$ cat src/hw/rtl/hsp_pkg.sv
package hsp_pkg;

  localparam int CNT_W = 19;
  localparam logic [CNT_W-1:0] COUNT_LIMIT = {CNT_W{1'b1}};
  localparam int NSYM = 4;
  localparam int QDEPTH = 2;
  localparam logic [2:0] SORT_LAST = 3'd5;

  typedef enum logic [1:0] {
    CMD_COUNT  = 2'd0,
    CMD_ENCODE = 2'd1,
    CMD_FLUSH  = 2'd2,
    CMD_NONE   = 2'd3
  } cmd_t;

  // queued work item: kind, raw byte and per-symbol occurrence counts
  typedef struct packed {
    cmd_t                  kind;
    logic [7:0]            data;
    logic [NSYM-1:0][2:0]  hist;
  } hsp_item_t;

  typedef struct packed {
    logic [11:0] bits;
    logic [3:0]  len;
  } hsp_code_t;

  typedef enum logic [1:0] {
    B_IDLE,
    B_SORT,
    B_EMIT
  } back_state_t;

  // concatenate the four rank codes, msb first, left aligned in 12 bits
  function automatic hsp_code_t hsp_encode(input logic [7:0] data, input logic [7:0] ranks);
    hsp_code_t  c;
    logic [1:0] s;
    logic [1:0] r;
    logic [2:0] code;
    logic [1:0] len;
    c.bits = '0;
    c.len  = '0;
    for (int k = 3; k >= 0; k--) begin
      s = data[2*k +: 2];
      r = ranks[2*s +: 2];
      case (r)
        2'd0: begin code = 3'b000; len = 2'd1; end
        2'd1: begin code = 3'b100; len = 2'd2; end
        2'd2: begin code = 3'b110; len = 2'd3; end
        default: begin code = 3'b111; len = 2'd3; end
      endcase
      c.bits = c.bits | ({code, 9'b0} >> c.len);
      c.len  = c.len + 4'(len);
    end
    return c;
  endfunction

endpackage

$ cat src/hw/rtl/hsp_front.sv
module hsp_front
  import hsp_pkg::*;
(
  input  logic       s_tvalid,
  output logic       s_tready,
  input  logic [7:0] s_tdata,
  input  logic [1:0] s_tuser,
  input  logic       q_full,
  output logic       q_push,
  output hsp_item_t  q_item
);

  cmd_t cmd;

  always_comb begin
    cmd = cmd_t'(s_tuser);
    s_tready = !q_full;
    // the unused command is taken and dropped here
    q_push = s_tvalid && !q_full && (cmd != CMD_NONE);
    q_item.kind = cmd;
    q_item.data = s_tdata;
    q_item.hist = '0;
    for (int k = 0; k < NSYM; k++) begin
      q_item.hist[s_tdata[2*k +: 2]] = q_item.hist[s_tdata[2*k +: 2]] + 3'd1;
    end
  end

endmodule

$ cat src/hw/rtl/hsp_queue.sv
module hsp_queue
  import hsp_pkg::*;
(
  input  logic      clk,
  input  logic      rst,
  input  logic      push,
  input  hsp_item_t push_item,
  output logic      full,
  input  logic      pop,
  output logic      head_valid,
  output hsp_item_t head_item
);

  hsp_item_t mem [QDEPTH];
  logic      wptr;
  logic      rptr;
  logic [1:0] count;

  assign full       = (count == 2'(QDEPTH));
  assign head_valid = (count != 2'd0);
  assign head_item  = mem[rptr];

  always_ff @(posedge clk) begin
    if (push) begin
      mem[wptr] <= push_item;
    end
  end

  always_ff @(posedge clk) begin
    if (rst) begin
      wptr  <= 1'b0;
      rptr  <= 1'b0;
      count <= 2'd0;
    end else begin
      if (push) wptr <= ~wptr;
      if (pop) rptr <= ~rptr;
      count <= count + 2'(push) - 2'(pop);
    end
  end

endmodule

$ cat src/hw/rtl/hsp_back.sv
module hsp_back
  import hsp_pkg::*;
(
  input  logic        clk,
  input  logic        rst,
  input  logic        q_valid,
  input  hsp_item_t   q_item,
  output logic        q_pop,
  output logic        m_tvalid,
  input  logic        m_tready,
  output logic [23:0] m_tdata,
  output logic        m_tlast
);

  back_state_t state, state_next;
  logic [CNT_W-1:0] counts [NSYM];
  logic [CNT_W-1:0] counts_next [NSYM];
  logic [7:0]  ranks, ranks_next;
  logic        frozen, frozen_next;
  logic [23:0] acc, acc_next;
  logic [4:0]  acc_len, acc_len_next;
  logic [1:0]  srt_sym [NSYM];
  logic [1:0]  srt_sym_next [NSYM];
  logic [CNT_W-1:0] srt_cnt [NSYM];
  logic [CNT_W-1:0] srt_cnt_next [NSYM];
  logic [2:0]  step, step_next;
  logic        o_valid, o_valid_next;
  logic [7:0]  o_byte, o_byte_next;
  logic [3:0]  o_bits, o_bits_next;
  logic        o_last, o_last_next;
  logic [7:0]  o_ranks, o_ranks_next;
  logic        slot_free;
  hsp_code_t   enc;
  logic [CNT_W:0] sum;
  logic [4:0]  total;

  assign m_tvalid = o_valid;
  assign m_tdata  = {4'b0, o_ranks, o_bits, o_byte};
  assign m_tlast  = o_last;
  assign slot_free = !o_valid || m_tready;

  always_ff @(posedge clk) begin
    if (rst) begin
      state   <= B_IDLE;
      ranks   <= '0;
      frozen  <= 1'b0;
      acc     <= '0;
      acc_len <= '0;
      step    <= '0;
      o_valid <= 1'b0;
      for (int s = 0; s < NSYM; s++) counts[s] <= '0;
    end else begin
      state   <= state_next;
      ranks   <= ranks_next;
      frozen  <= frozen_next;
      acc     <= acc_next;
      acc_len <= acc_len_next;
      step    <= step_next;
      o_valid <= o_valid_next;
      for (int s = 0; s < NSYM; s++) counts[s] <= counts_next[s];
    end
  end

  always_ff @(posedge clk) begin
    o_byte  <= o_byte_next;
    o_bits  <= o_bits_next;
    o_last  <= o_last_next;
    o_ranks <= o_ranks_next;
    for (int s = 0; s < NSYM; s++) begin
      srt_sym[s] <= srt_sym_next[s];
      srt_cnt[s] <= srt_cnt_next[s];
    end
  end

  always_comb begin
    state_next   = state;
    ranks_next   = ranks;
    frozen_next  = frozen;
    acc_next     = acc;
    acc_len_next = acc_len;
    step_next    = step;
    o_valid_next = o_valid && !m_tready;
    o_byte_next  = o_byte;
    o_bits_next  = o_bits;
    o_last_next  = o_last;
    o_ranks_next = o_ranks;
    q_pop        = 1'b0;
    sum          = '0;
    enc          = hsp_encode(q_item.data, ranks);
    total        = acc_len + 5'(enc.len);
    for (int s = 0; s < NSYM; s++) begin
      counts_next[s]  = counts[s];
      srt_sym_next[s] = srt_sym[s];
      srt_cnt_next[s] = srt_cnt[s];
    end

    case (state)
      B_IDLE: begin
        if (q_valid) begin
          case (q_item.kind)
            CMD_COUNT: begin
              q_pop = 1'b1;
              if (!frozen) begin
                for (int s = 0; s < NSYM; s++) begin
                  sum = {1'b0, counts[s]} + (CNT_W+1)'(q_item.hist[s]);
                  counts_next[s] = (sum > {1'b0, COUNT_LIMIT}) ? COUNT_LIMIT : sum[CNT_W-1:0];
                end
              end
            end
            CMD_ENCODE: begin
              if (frozen) begin
                q_pop = 1'b1;
                acc_next     = acc | ({enc.bits, 12'b0} >> acc_len);
                acc_len_next = total;
                if (total >= 5'd8) state_next = B_EMIT;
              end else begin
                // rank the symbols before the first encode item is consumed
                for (int s = 0; s < NSYM; s++) begin
                  srt_sym_next[s] = 2'(s);
                  srt_cnt_next[s] = counts[s];
                end
                step_next  = '0;
                state_next = B_SORT;
              end
            end
            CMD_FLUSH: begin
              if (slot_free) begin
                q_pop        = 1'b1;
                o_valid_next = 1'b1;
                o_byte_next  = acc[23:16];
                o_bits_next  = acc_len[3:0];
                o_last_next  = 1'b1;
                o_ranks_next = ranks;
                ranks_next   = '0;
                frozen_next  = 1'b0;
                acc_next     = '0;
                acc_len_next = '0;
                for (int s = 0; s < NSYM; s++) counts_next[s] = '0;
              end
            end
            default: q_pop = 1'b1;
          endcase
        end
      end

      B_SORT: begin
        // one compare and swap per cycle, fixed pair order of the swap sort
        case (step)
          3'd0: if (srt_cnt[3] > srt_cnt[0]) begin
            srt_cnt_next[0] = srt_cnt[3]; srt_cnt_next[3] = srt_cnt[0];
            srt_sym_next[0] = srt_sym[3]; srt_sym_next[3] = srt_sym[0];
          end
          3'd1: if (srt_cnt[2] > srt_cnt[0]) begin
            srt_cnt_next[0] = srt_cnt[2]; srt_cnt_next[2] = srt_cnt[0];
            srt_sym_next[0] = srt_sym[2]; srt_sym_next[2] = srt_sym[0];
          end
          3'd2: if (srt_cnt[1] > srt_cnt[0]) begin
            srt_cnt_next[0] = srt_cnt[1]; srt_cnt_next[1] = srt_cnt[0];
            srt_sym_next[0] = srt_sym[1]; srt_sym_next[1] = srt_sym[0];
          end
          3'd3: if (srt_cnt[3] > srt_cnt[1]) begin
            srt_cnt_next[1] = srt_cnt[3]; srt_cnt_next[3] = srt_cnt[1];
            srt_sym_next[1] = srt_sym[3]; srt_sym_next[3] = srt_sym[1];
          end
          3'd4: if (srt_cnt[2] > srt_cnt[1]) begin
            srt_cnt_next[1] = srt_cnt[2]; srt_cnt_next[2] = srt_cnt[1];
            srt_sym_next[1] = srt_sym[2]; srt_sym_next[2] = srt_sym[1];
          end
          3'd5: if (srt_cnt[3] > srt_cnt[2]) begin
            srt_cnt_next[2] = srt_cnt[3]; srt_cnt_next[3] = srt_cnt[2];
            srt_sym_next[2] = srt_sym[3]; srt_sym_next[3] = srt_sym[2];
          end
          default: ;
        endcase
        step_next = step + 3'd1;
        if (step == SORT_LAST) begin
          for (int s = 0; s < NSYM; s++) begin
            for (int p = 0; p < NSYM; p++) begin
              if (srt_sym_next[p] == 2'(s)) ranks_next[2*s +: 2] = 2'(p);
            end
          end
          frozen_next = 1'b1;
          state_next  = B_IDLE;
        end
      end

      B_EMIT: begin
        if (slot_free) begin
          o_valid_next = 1'b1;
          o_byte_next  = acc[23:16];
          o_bits_next  = 4'd8;
          o_last_next  = 1'b0;
          o_ranks_next = ranks;
          acc_next     = {acc[15:0], 8'h00};
          acc_len_next = acc_len - 5'd8;
          if (acc_len < 5'd16) state_next = B_IDLE;
        end
      end

      default: state_next = B_IDLE;
    endcase
  end

endmodule

$ cat src/hw/rtl/two_bit_symbol_huffman_packer.sv
// static huffman packer for bytes of four 2-bit symbols, bits 7:6 first
// input stream: s_tuser carries the command (count, encode, flush), s_tdata
// the byte; a count pass tallies symbols, the first encode ranks them and
// freezes the code table, encode bytes are packed with codes 0/10/110/111
// output stream: one transfer per full packed byte, plus one with m_tlast
// high for a flush carrying the partial byte and its valid-bit count
// a front stage classifies items into a two-entry queue; the back stage
// executes them and drives a registered output
// the back stage executes one queued item at a time; an encode that completes
// output bytes emits them before the next item; the first encode starts the ranking
// and then does six compare and swap steps, one per cycle, in the back stage
// with an empty queue and a free output, a flush result passes the queue and then
// the registered output, the first byte of an encode the queue, the bit accumulator and the output
// reset clears counts, table, pending bits, queue and output valid
// when m_tready is low the output holds, the back stage waits at a flush or an
// output byte, and input keeps being taken until the queue fills
module two_bit_symbol_huffman_packer
  import hsp_pkg::*;
(
  input  logic        clk,
  input  logic        rst,
  input  logic        s_tvalid,
  output logic        s_tready,
  input  logic [7:0]  s_tdata,   // data_byte
  input  logic [1:0]  s_tuser,   // command
  output logic        m_tvalid,
  input  logic        m_tready,
  output logic [23:0] m_tdata,   // out_byte[7:0], out_bits[11:8], code_ranks[19:12]
  output logic        m_tlast
);

  logic      q_full;
  logic      q_push;
  logic      q_pop;
  logic      q_valid;
  hsp_item_t push_item;
  hsp_item_t head_item;

  hsp_front u_front (
    .s_tvalid (s_tvalid),
    .s_tready (s_tready),
    .s_tdata  (s_tdata),
    .s_tuser  (s_tuser),
    .q_full   (q_full),
    .q_push   (q_push),
    .q_item   (push_item)
  );

  hsp_queue u_queue (
    .clk        (clk),
    .rst        (rst),
    .push       (q_push),
    .push_item  (push_item),
    .full       (q_full),
    .pop        (q_pop),
    .head_valid (q_valid),
    .head_item  (head_item)
  );

  hsp_back u_back (
    .clk      (clk),
    .rst      (rst),
    .q_valid  (q_valid),
    .q_item   (head_item),
    .q_pop    (q_pop),
    .m_tvalid (m_tvalid),
    .m_tready (m_tready),
    .m_tdata  (m_tdata),
    .m_tlast  (m_tlast)
  );

endmodule

$ cat config.mk
export PLATFORM = sky130hd
export DESIGN_NAME = two_bit_symbol_huffman_packer
export DESIGN_NICKNAME = d
export VERILOG_FILES = /design/src/hw/rtl/hsp_pkg.sv /design/src/hw/rtl/hsp_front.sv /design/src/hw/rtl/hsp_queue.sv /design/src/hw/rtl/hsp_back.sv /design/src/hw/rtl/two_bit_symbol_huffman_packer.sv
export SDC_FILE = /design/constraint.sdc
export NUM_CORES = 1
export LEC_CHECK = 0
export ABC_AREA = 1
export BUFFER_PORTS_ARGS = -buffer_cell sky130_fd_sc_hd__buf_2
export CORE_ASPECT_RATIO = 1.1
export CORE_UTILIZATION = 60
export CTS_BUF_LIST = sky130_fd_sc_hd__clkbuf_8 sky130_fd_sc_hd__clkbuf_16
export DETAILED_ROUTE_END_ITERATION = 8
export PLACE_DENSITY = 0.77
export SLEW_MARGIN = 20
export SYNTH_ARGS = -nofsm -noshare
export SYNTH_HDL_FRONTEND = slang
export SYNTH_SLANG_ARGS = --single-unit
$ cat constraint.sdc
create_clock -name clk -period 7 [get_ports clk]
set_input_delay 1.05 -clock clk [delete_from_list [all_inputs] [get_ports clk]]
set_output_delay 1.05 -clock clk [all_outputs]
set_load 0.01 [all_outputs]
==> results_dict.tcl, run 1 <==
set metrics [dict create \
    status "finished, final reports clean" \
    syn_area_per_cell_um2 7.37 \
    cts_tree "built" \
    top_usage_layer "met2" \
    area_growth_pct 7.58 \
    cts_resized 0 \
    setup_viol 0 \
    syn_inst 2662 \
    netlist_area_um2 19600 \
    numCtsBuffers 31 \
    yosysSeqAreaShare_pct 35.6 \
    finalWirelength_um 60600 \
    routedWlPerCell_um 19.6 \
    grt_pass1_vias 17800 \
    globalplace.congestion 0.960 \
    seq_area_um2 6980 \
    ctsHoldBuffers 0 \
    grt_util_all_layers_pct 36.0 \
    worstPathArrival_ns 6.39 \
    crit_required_ns 7.52 \
    slew_violations 0 \
    totalPowerFinal_mw 9.99 \
    grt_overflow 0 \
    initial_core_util_pct 60.9 \
    period_needed_ns 5.87 \
    placement.io_buffers 36 \
    use_met3_pct 5.03 \
    remaining_drc_errors 0 \
    dr_total_vias 19100 \
    hpwl_um 44400 \
    hp-class "register to register" \
    antennaDiodeCount 0 \
    crit_type "register to register" \
    synth_top_area_share_pct 22.8 \
    path_max_fanout 30 \
    slew_headroom_pct 25.6 \
    ys_async_sr_fraction_pct 0 \
    fin_skew_ns 0.0177 \
    grtUsageMet2_pct 61.2 \
    fin_nets 2810 \
    htree_levels 1 \
    drtIter0Drc 2067 \
    first_pass_iters 6 \
    rsz0062_at_grt "false" \
    critPathMaxStageDelay_ns 0.66 \
    leakagePower_nw 8.98 \
    grt_pass1_wl_um 95400 \
    multi_input_area_um2 11200 \
    grtUsageMet1_pct 45.7 \
    antenna_left 0 \
    grt_max_degree 83 \
    crit_path_end_kind "register" \
    die_h_um 192 \
    r2r-end "u_back.state[1]" \
    fp.dieW_um 174 \
    io_pins 41 \
    num-fill-cells 2829 \
    vdd_drop_max_v 0.000297 \
    yosysUniqueCellTypes 58 \
    cts_setup_buffers 0 \
    placement_rows 69 \
    numClockSinks 274 \
    cts_max_path_buffers 3 \
    via_per_inst 6.19 \
    crit_slowest_cell "fa_1" \
    reg2regPathDepth 26 \
    dieArea_um2 33400 \
    synth_edf_count 149 \
    ys.flop_type "edfxtp_1" \
    coreArea_um2 32200 \
    root_buffer "clkbuf_16" \
    power.density_nw_per_um2 473 \
    ys_ff_latch 274 \
    finalSetupTns_ns 0 \
    max_cap_violations 0 \
    antenna_found_initial 1 \
    hold_viol 0 \
    rrSetupSlack_ns 1.13 \
    fmax_mhz 170 \
    crit_top_cell "nand2_1" \
    cp-start-kind "register" \
    synth_largest_area_cell "edfxtp_1" \
    post-route-period-util_pct 83.9 \
    synth.area.top_cells "edfxtp_1 (23%), nand2_1 (13%), dfxtp_1 (13%)" \
    clkTransAtPathRegs_ns 0.06 \
    clkLatencyLatePin_ns 0.59 \
    yosysWarnings 0 \
    critPathCapture "u_back.state[1]" \
    drive_above_1_share_pct 7.16 \
    worst_pin_slew_ns 1.11 \
]
==> stage by stage <==
step	hold WS [ns]	instance area, um2	cells	util [%]	setup WS, ns
5_1_grt	0.484	21100	3092	65.5	0.672
3_3_place_gp	0.449	20000	3034	62.2	1.31
4_1_cts	0.469	21100	3092	65.5	1.17
2_1_floorplan	0.419	19600	2665	-	1.46
3_5_place_dp	0.451	20100	3034	62.3	1.17
6_report	0.465	21100	3092	65.5	1.13
==> worst min-delay path by stage <==
| stage | startpoint | to | slack (ns) | cells past startpoint |
|---|---|---|---|---|
| final | u_back.acc[16] | u_back.o_byte[0] | 0.47 | 0 |
| after global routing | u_back.acc[16] | u_back.o_byte[0] | 0.48 | 0 |
| after CTS | u_back.acc[16] | u_back.o_byte[0] | 0.47 | 0 |
| after detailed placement | u_back.acc[16] | u_back.o_byte[0] | 0.45 | 0 |
| after global placement | u_back.acc[16] | u_back.o_byte[0] | 0.45 | 0 |
| after floorplan | u_back.acc[16] | u_back.o_byte[0] | 0.42 | 0 |
==> worst max-delay path: cells and delay by family (launching register included) <==
family | cells | cell delay [ns]
and+or+nand+nor | 10 | 1.31
xor gates and xnor gates | 1 | 0.19
AOI/OAI and AO/OA | 3 | 0.32
buffers and inverters | 7 | 1.25
DFF | 1 | 0.29
adders and majority gates | 5 | 2.45
==> power breakdown <==
part           switching [mW]  total [mW]  internal [mW]  leakage (nW)
logic                    3.72        5.50           1.78          6.05
registers               0.583        2.83           2.25          2.41
clock network           0.712        1.66          0.947         0.516
total                    5.01        9.99           4.97          8.98
==> flip-flops by register name (all words and copies together), names as in the netlist, 5 cells and up, named ones only <==
signal          cells
u_back.counts      76
u_back.srt_cnt     76
u_queue.mem        44
u_back.acc         24
u_back.o_byte       8
u_back.o_ranks      8
u_back.ranks        8
u_back.srt_sym      8
u_back.acc_len      5
==> synthesized netlist by cell type, types with 8 or more instances <==
library cell / count
xor2_1: 53
nor2_1: 191
nand2_2: 20
nand3_1: 200
a221oi_1: 20
ha_1: 147
nand2_1: 674
dfxtp_1: 125
a32oi_1: 21
inv_1: 262
a21oi_1: 253
edfxtp_1: 149
o21ai_0: 140
fa_1: 8
nand4_1: 50
nand3b_1: 11
buf_2: 13
o211ai_1: 9
nor3_1: 19
buf_4: 8
a31oi_1: 61
nor3_2: 8
nor4_1: 12
inv_2: 8
nand3_2: 12
clkbuf_1: 80
o221ai_1: 12
o22ai_1: 14
xnor2_1: 9
==> final cells by class <==
class,count,share of cell area (%)
multi-input combinational,2009,53.2
sequential,274,33.1
inverter,272,4.84
clock buffer,33,3.81
tap,426,2.53
timing repair buffer,53,1.47
clock inverter,25,1.10
==> cell usage in the layout (no fill, tap or decap), types with 5 or more instances in the layout <==
master	count
a21oi_1	253
a221oi_1	20
a22oi_1	6
a31oi_1	61
a32oi_1	21
buf_2	35
buf_4	18
clkbuf_16	31
clkinv_2	8
dfxtp_1	125
edfxtp_1	149
fa_1	8
ha_1	147
inv_1	265
inv_2	8
nand2_1	673
nand2_2	20
nand3_1	199
nand3_2	13
nand3b_1	11
nand4_1	50
nor2_1	186
nor2_2	8
nor2_4	6
nor3_1	18
nor3_2	8
nor4_1	9
o211ai_1	9
o21ai_0	140
o21ai_1	5
o21ai_2	7
o21bai_1	5
o221ai_1	12
o22ai_1	14
xnor2_1	9
xor2_1	53
==> cell families (layout without fill, tap and decap cells) <==
logic type | count (synthesis) | after routing | synth area share, %
simple gates | 1216 | 1216 | 27.0
compound gates | 571 | 571 | 16.7
buf+inv | 382 | 383 | 7.67
flops | 274 | 274 | 35.6
fa+ha+maj | 155 | 155 | 10.2
xor+xnor | 62 | 62 | 2.77
other cells | 1 | 4 | 0.0191
mux | 1 | 1 | 0.0574
==> per-layer routing <==
metal | part of all wire (%) | routed length [um] | up-vias
li1 | - | - | 9111
met1 | 40 | 24400 | 8911
met2 | 47 | 28600 | 938
met3 | 8.1 | 4920 | 164
met4 | 4.4 | 2660 | 2
met5 | 0.018 | 11 | -
(Power assumes the default switching activity.)
==> run 2: changes to the inputs <==
--- a/config.mk
+++ b/config.mk
@@ -8,10 +8,10 @@
 export ABC_AREA = 1
 export BUFFER_PORTS_ARGS = -buffer_cell sky130_fd_sc_hd__buf_2
 export CORE_ASPECT_RATIO = 1.1
-export CORE_UTILIZATION = 60
+export CORE_UTILIZATION = 58
 export CTS_BUF_LIST = sky130_fd_sc_hd__clkbuf_8 sky130_fd_sc_hd__clkbuf_16
 export DETAILED_ROUTE_END_ITERATION = 8
-export PLACE_DENSITY = 0.77
+export PLACE_DENSITY = 0.78
 export SLEW_MARGIN = 20
 export SYNTH_ARGS = -nofsm -noshare
 export SYNTH_HDL_FRONTEND = slang
==> constraint.sdc (replaced) <==
create_clock -name clk -period 5.1 [get_ports clk]
set_input_delay 0.765 -clock clk [delete_from_list [all_inputs] [get_ports clk]]
set_output_delay 0.765 -clock clk [all_outputs]
set_load 0.01 [all_outputs]
==> run 2 against run 1 <==
Clock skew rose by 0.025 ns. Clock power rose by 40%. Power rose by 40%. Cell area rose by 0.59%. Critical path type unchanged. Maximum frequency grew 23%. Critical path depth down 3. Worst setup slack worse by 0.80 ns. Register-to-register slack worse by 0.80 ns. Sequential share of layout area decreased by 0.19 points. Critical endpoint unchanged. Core utilization shrank 1.8 points. Sequential power up 38%.
==> results_dict.tcl, run 2 (same netlist as run 1, synthesis figures left out) <==
set metrics [dict create \
    grt_max_degree 91 \
    r2r-end "u_back.state[1]" \
    drtIter0Drc 2421 \
    worstPathArrival_ns 5.23 \
    crit_path_end_kind "register" \
    whs_ns 0.394 \
    fp.dieW_um 177 \
    coreArea_um2 33300 \
    cts_setup_buffers 0 \
    fin_cells 3108 \
    clkTransAtPathRegs_ns 0.06 \
    max_cap_violations 0 \
    grt_pass1_wl_um 96800 \
    fmax_mhz 210 \
    post-route-period-util_pct 93.5 \
    fin_skew_ns 0.0431 \
    leakagePower_nw 9.04 \
    slew_violations 0 \
    intPower_mw 6.94 \
    grt_util_all_layers_pct 35.5 \
    antenna_left 0 \
    numCtsBuffers 31 \
    hp-class "primary input to register" \
    reg.largest.list "u_back.counts: 76 flops, u_back.srt_cnt: 76 flops, u_queue.mem: 44 flops" \
    status "finished, final reports clean" \
    p_clk_share_pct 16.6 \
    fin_nets 2821 \
    hpwl_um 44800 \
    initial_core_util_pct 58.9 \
    placed_cell_area_um2 20100 \
    root_buffer "clkbuf_16" \
    finalWirelength_um 61400 \
    pwr-share-seq_pct 27.9 \
    power.density_nw_per_um2 658 \
    rsz0062_at_grt "false" \
    placement_rows 70 \
    path_max_fanout 27 \
    setup_viol 0 \
    crit_required_ns 5.56 \
    cp-start-kind "register" \
    via_per_inst 6.22 \
    dieArea_um2 34600 \
    routedWlPerCell_um 19.8 \
    hold_viol 0 \
    cts_resized 0 \
    critPathCapture "u_back.state[1]" \
    seq_area_um2 6980 \
    fin_util_pct 63.8 \
    io_pins 41 \
    area_growth_pct 8.22 \
    die_h_um 195 \
    rrSetupSlack_ns 0.33 \
    globalplace.congestion 0.978 \
    finalSetupTns_ns 0 \
    p_sw_mw 7.02 \
    num-fill-cells 2933 \
    antennaDiodeCount 0 \
    reg2regPathDepth 23 \
    remaining_drc_errors 0 \
    dp.cells 3051 \
    grt_overflow 0 \
    drive_above_1_share_pct 7.77 \
    cts_tree "built" \
    placement.io_buffers 36 \
    final_area_um2 21200 \
    numClockSinks 274 \
    ctsHoldBuffers 0 \
    dr_total_vias 19300 \
    antenna_found_initial 1 \
    worst_pin_slew_ns 1.18 \
    multi_input_area_um2 11200 \
    crit_type "register to register" \
    clkLatencyLatePin_ns 0.61 \
    switching_share_pct 50.3 \
    period_needed_ns 4.77 \
    comb_power_share_pct 55.5 \
    first_pass_iters 7 \
    slew_headroom_pct 21.5 \
    htree_levels 1 \
    grt_pass1_vias 18000 \
    vdd_drop_max_v 0.000512 \
    final_common_cell "nand2_1" \
    cts_max_path_buffers 3 \
    final_cell_mix "nand2_1 (672), inv_1 (262), a21oi_1 (253)" \
]
==> run 2: changes by cell type in the layout (fill, tap and decap cells not counted), sizes merged <==
cell    previous run  this run
inv              275       272
buf               53        64
clkbuf            33        34
clkinv            15        16
==> run 2: worst min path at each step <==
| stage | slack [ns] | end | depth (start not counted) | from |
|---|---|---|---|---|
| floorplan | 0.42 | u_back.o_byte[0] | 0 | u_back.acc[16] |
| global placement | 0.44 | u_back.o_byte[1] | 0 | u_back.acc[17] |
| detailed placement | 0.45 | u_back.o_byte[5] | 0 | u_back.acc[21] |
| CTS | 0.38 | u_queue.mem[1][21] | 1 | s_tuser[1] |
| global route | 0.39 | u_queue.mem[1][21] | 1 | s_tuser[1] |
| finish | 0.39 | u_queue.mem[1][20] | 1 | s_tuser[0] |
==> run 2: layer usage <==
layer	wire (um)	vias up	global-route usage (%)
li1	-	9117	-
met5	0	-	0
met1	24600	8932	46.5
met3	6080	189	6.28
met4	2790	0	14.9
met2	28000	1080	57.3
==> run 2: power groups by stage <==
| stage | Sequential, mW | Combinational (mW) | Clock (mW) |
|---|---|---|---|
| after detailed placement | 3.89 | 7.50 | 0 |
| after floorplan | 3.59 | 5.45 | 0 |
| after global placement | 3.87 | 7.33 | 0 |
| final | 3.90 | 7.75 | 2.32 |
| after CTS | 3.84 | 7.55 | 2.34 |
| after global routing | 3.94 | 8.66 | 2.42 |
==> run 2: metrics by stage <==
step,power (mW),setup slack (ns)
2_1_floorplan,9.04,0.481
3_3_place_gp,11.2,0.241
3_5_place_dp,11.4,0.193
4_1_cts,13.7,0.164
5_1_grt,15.0,0.0501
6_report,14.0,0.333
==> run 2: critical path, cell delays in order, from the launching register on <==
cell	delay (ns)
dfxtp_2	0.39
buf_12	0.21
nand2_2	0.08
o21ai_2	0.11
inv_2	0.06
nand3_1	0.07
nand2_1	0.14
nand2_1	0.11
ha_1	0.14
inv_1	0.05
fa_2	0.61
inv_1	0.10
fa_1	0.51
fa_1	0.55
inv_1	0.06
fa_1	0.43
or2_2	0.32
nand2_1	0.07
a21oi_1	0.07
xor2_1	0.15
nand3_1	0.12
nand2_1	0.07
o21ai_0	0.19
a21oi_1	0.05
==> run 2: final cells by class <==
type	count	area share (%)
clock inverter	23	1.06
sequential	274	32.9
multi-input combinational	2009	52.8
timing repair buffer	64	1.91
tap	432	2.55
inverter	272	4.81
clock buffer	34	3.95
==> run 3: changes to the inputs <==
--- a/config.mk
+++ b/config.mk
@@ -6,7 +6,7 @@
 export NUM_CORES = 1
 export LEC_CHECK = 0
 export ABC_AREA = 1
-export BUFFER_PORTS_ARGS = -buffer_cell sky130_fd_sc_hd__buf_2
+export BUFFER_PORTS_ARGS = -buffer_cell sky130_fd_sc_hd__clkbuf_2
 export CORE_ASPECT_RATIO = 1.1
 export CORE_UTILIZATION = 58
 export CTS_BUF_LIST = sky130_fd_sc_hd__clkbuf_8 sky130_fd_sc_hd__clkbuf_16
==> run 3 against run 2 <==
Sequential power barely moved. Cell area did not move. Count of clock-buffer cells in the layout did not move.
==> results_dict.tcl, run 3 (same netlist as run 1, synthesis figures left out) <==
set metrics [dict create \
    status "finished, final reports clean" \
    p_sw_mw 7.01 \
    routedWlPerCell_um 19.7 \
    comb_power_share_pct 55.4 \
    drtIter0Drc 2549 \
    grt_overflow 0 \
    htree_levels 1 \
    numClockSinks 274 \
    coreArea_um2 33300 \
    post-route-period-util_pct 92.8 \
    dieArea_um2 34600 \
    grt_max_degree 88 \
    grt_pass1_wl_um 96600 \
    p_clk_share_pct 16.9 \
    worst_pin_slew_ns 1.07 \
    power.density_nw_per_um2 659 \
    fin_nets 2820 \
    finalSetupTns_ns 0 \
    worstPathArrival_ns 5.20 \
    placement.io_buffers 36 \
    grtUsageMet1_pct 48.6 \
    hpwl_um 44500 \
    ctsHoldBuffers 0 \
    grtUsageMet2_pct 55.6 \
    crit_type "register to register" \
    rsz0062_at_grt "false" \
    slew_violations 0 \
    placement_rows 70 \
    switching_share_pct 50.1 \
    area_growth_pct 8.22 \
    dr_total_vias 19200 \
    fp.dieW_um 177 \
    period_needed_ns 4.73 \
    cts_tree "built" \
    reg.largest.list "u_back.counts: 76 flops, u_back.srt_cnt: 76 flops, u_queue.mem: 44 flops" \
    crit_required_ns 5.56 \
    setup_viol 0 \
    fin_ws_ns 0.367 \
    place_ws_ns 0.190 \
    fin_util_pct 63.8 \
    slew_headroom_pct 28.7 \
    globalplace.congestion 0.998 \
    final_cell_mix "nand2_1 (673), inv_1 (262), a21oi_1 (253)" \
    vdd_drop_max_v 0.000681 \
    grt_pass1_vias 17800 \
    numCtsBuffers 30 \
    io_pins 41 \
    initial_core_util_pct 58.9 \
    fmax_mhz 211 \
    top_usage_layer "met2" \
    antenna_found_initial 0 \
    finalWirelength_um 61300 \
    fin_skew_ns 0.0206 \
    die_h_um 195 \
    first_pass_iters 8 \
    cts_max_path_buffers 3 \
    path_max_fanout 5 \
    use_met3_pct 4.75 \
    hold_viol 0 \
    antenna_left 0 \
    cp-start-kind "register" \
    hp-class "primary input to register" \
    grt_util_all_layers_pct 35.4 \
    drive_above_1_share_pct 7.63 \
    intPower_mw 6.99 \
    remaining_drc_errors 0 \
    root_buffer "clkbuf_16" \
    max_cap_violations 0 \
    via_per_inst 6.18 \
    leakagePower_nw 9.04 \
    final_common_cell "nand2_1" \
    clkLatencyLatePin_ns 0.59 \
    pwr-share-seq_pct 27.7 \
    crit_path_end_kind "register" \
    clkTransAtPathRegs_ns 0.07 \
]
## run 3: cell types whose count changed in the layout (fill, tap and decap cells not counted), sizes merged
cell	previous run	this run
buf	64	29
diode	0	1
clkinv	16	11
clkbuf	34	69
inv	272	274
bufinv	3	5
## run 3: layout make-up
class	instances	area, um2
inverter	272	1020
sequential	274	6980
antenna	1	2.50
clock buffer	34	806
clock inverter	22	264
timing repair buffer	64	397
tap	432	541
multi-input combinational	2009	11200
fill	2972	12100
## run 3: final timing paths
kind | end | depth (start not counted) | slack [ns] | from
setup / recovery | u_back.state[1] | 25 | 0.37 | register
hold / removal | u_queue.mem[1][20] | 1 | 0.41 | s_tuser[0]
hold reg to reg | u_back.o_byte[1] | 0 | 0.47 | u_back.acc[17]
setup reg to reg | u_back.state[1] | 25 | 0.37 | register
## run 3: repair_timing
action | in CTS | in global routing
resized for setup | 0 | 4
setup buffers | 0 | 1
setup endpoints to repair | 0 | 2
## run 3: per-layer routing
layer | vias to the layer above | wire length [um] | part of all wire [%]
li1 | 9121 | - | -
met3 | 163 | 5790 | 9.4
met5 | - | 0 | 0
met2 | 1011 | 27600 | 45
met1 | 8899 | 25300 | 41
met4 | 0 | 2560 | 4.2
## run 3: power groups by stage
stage	Clock, mW	Sequential [mW]	Combinational [mW]
after floorplan	0	3.59	5.45
after global placement	0	3.86	7.30
after detailed placement	0	3.88	7.51
after CTS	2.37	3.83	7.56
after global routing	2.45	3.92	8.64
final	2.36	3.88	7.75
## run 3: per-stage QoR
step                cells  area, um2  hold WS [ns]  power (mW)
floorplan            2665      19600         0.419        9.04
global placement     3050      20100         0.437        11.2
detailed placement   3050      20100         0.438        11.4
CTS                  3106      21200         0.387        13.8
global route         3107      21200         0.399        15.0
finish               3108      21200         0.413        14.0
## run 3: worst max-delay path, cell delays in order, from the launching register on
cell and delay [ns]:
dfxtp_1 0.36, inv_2 0.12, nand2_1 0.10, nand2_1 0.15, inv_1 0.07, nand2_1 0.06, nand3_1 0.06, nand2_1 0.15
inv_1 0.07, nand2_1 0.06, ha_1 0.15, inv_1 0.06, fa_2 0.57, inv_1 0.07, fa_1 0.50, fa_1 0.55
inv_1 0.06, fa_1 0.44, or2_2 0.32, nand2_1 0.07, a21oi_1 0.07, xor2_1 0.15, nand3_1 0.11, nand2_1 0.07
o21ai_1 0.17, a21oi_1 0.06
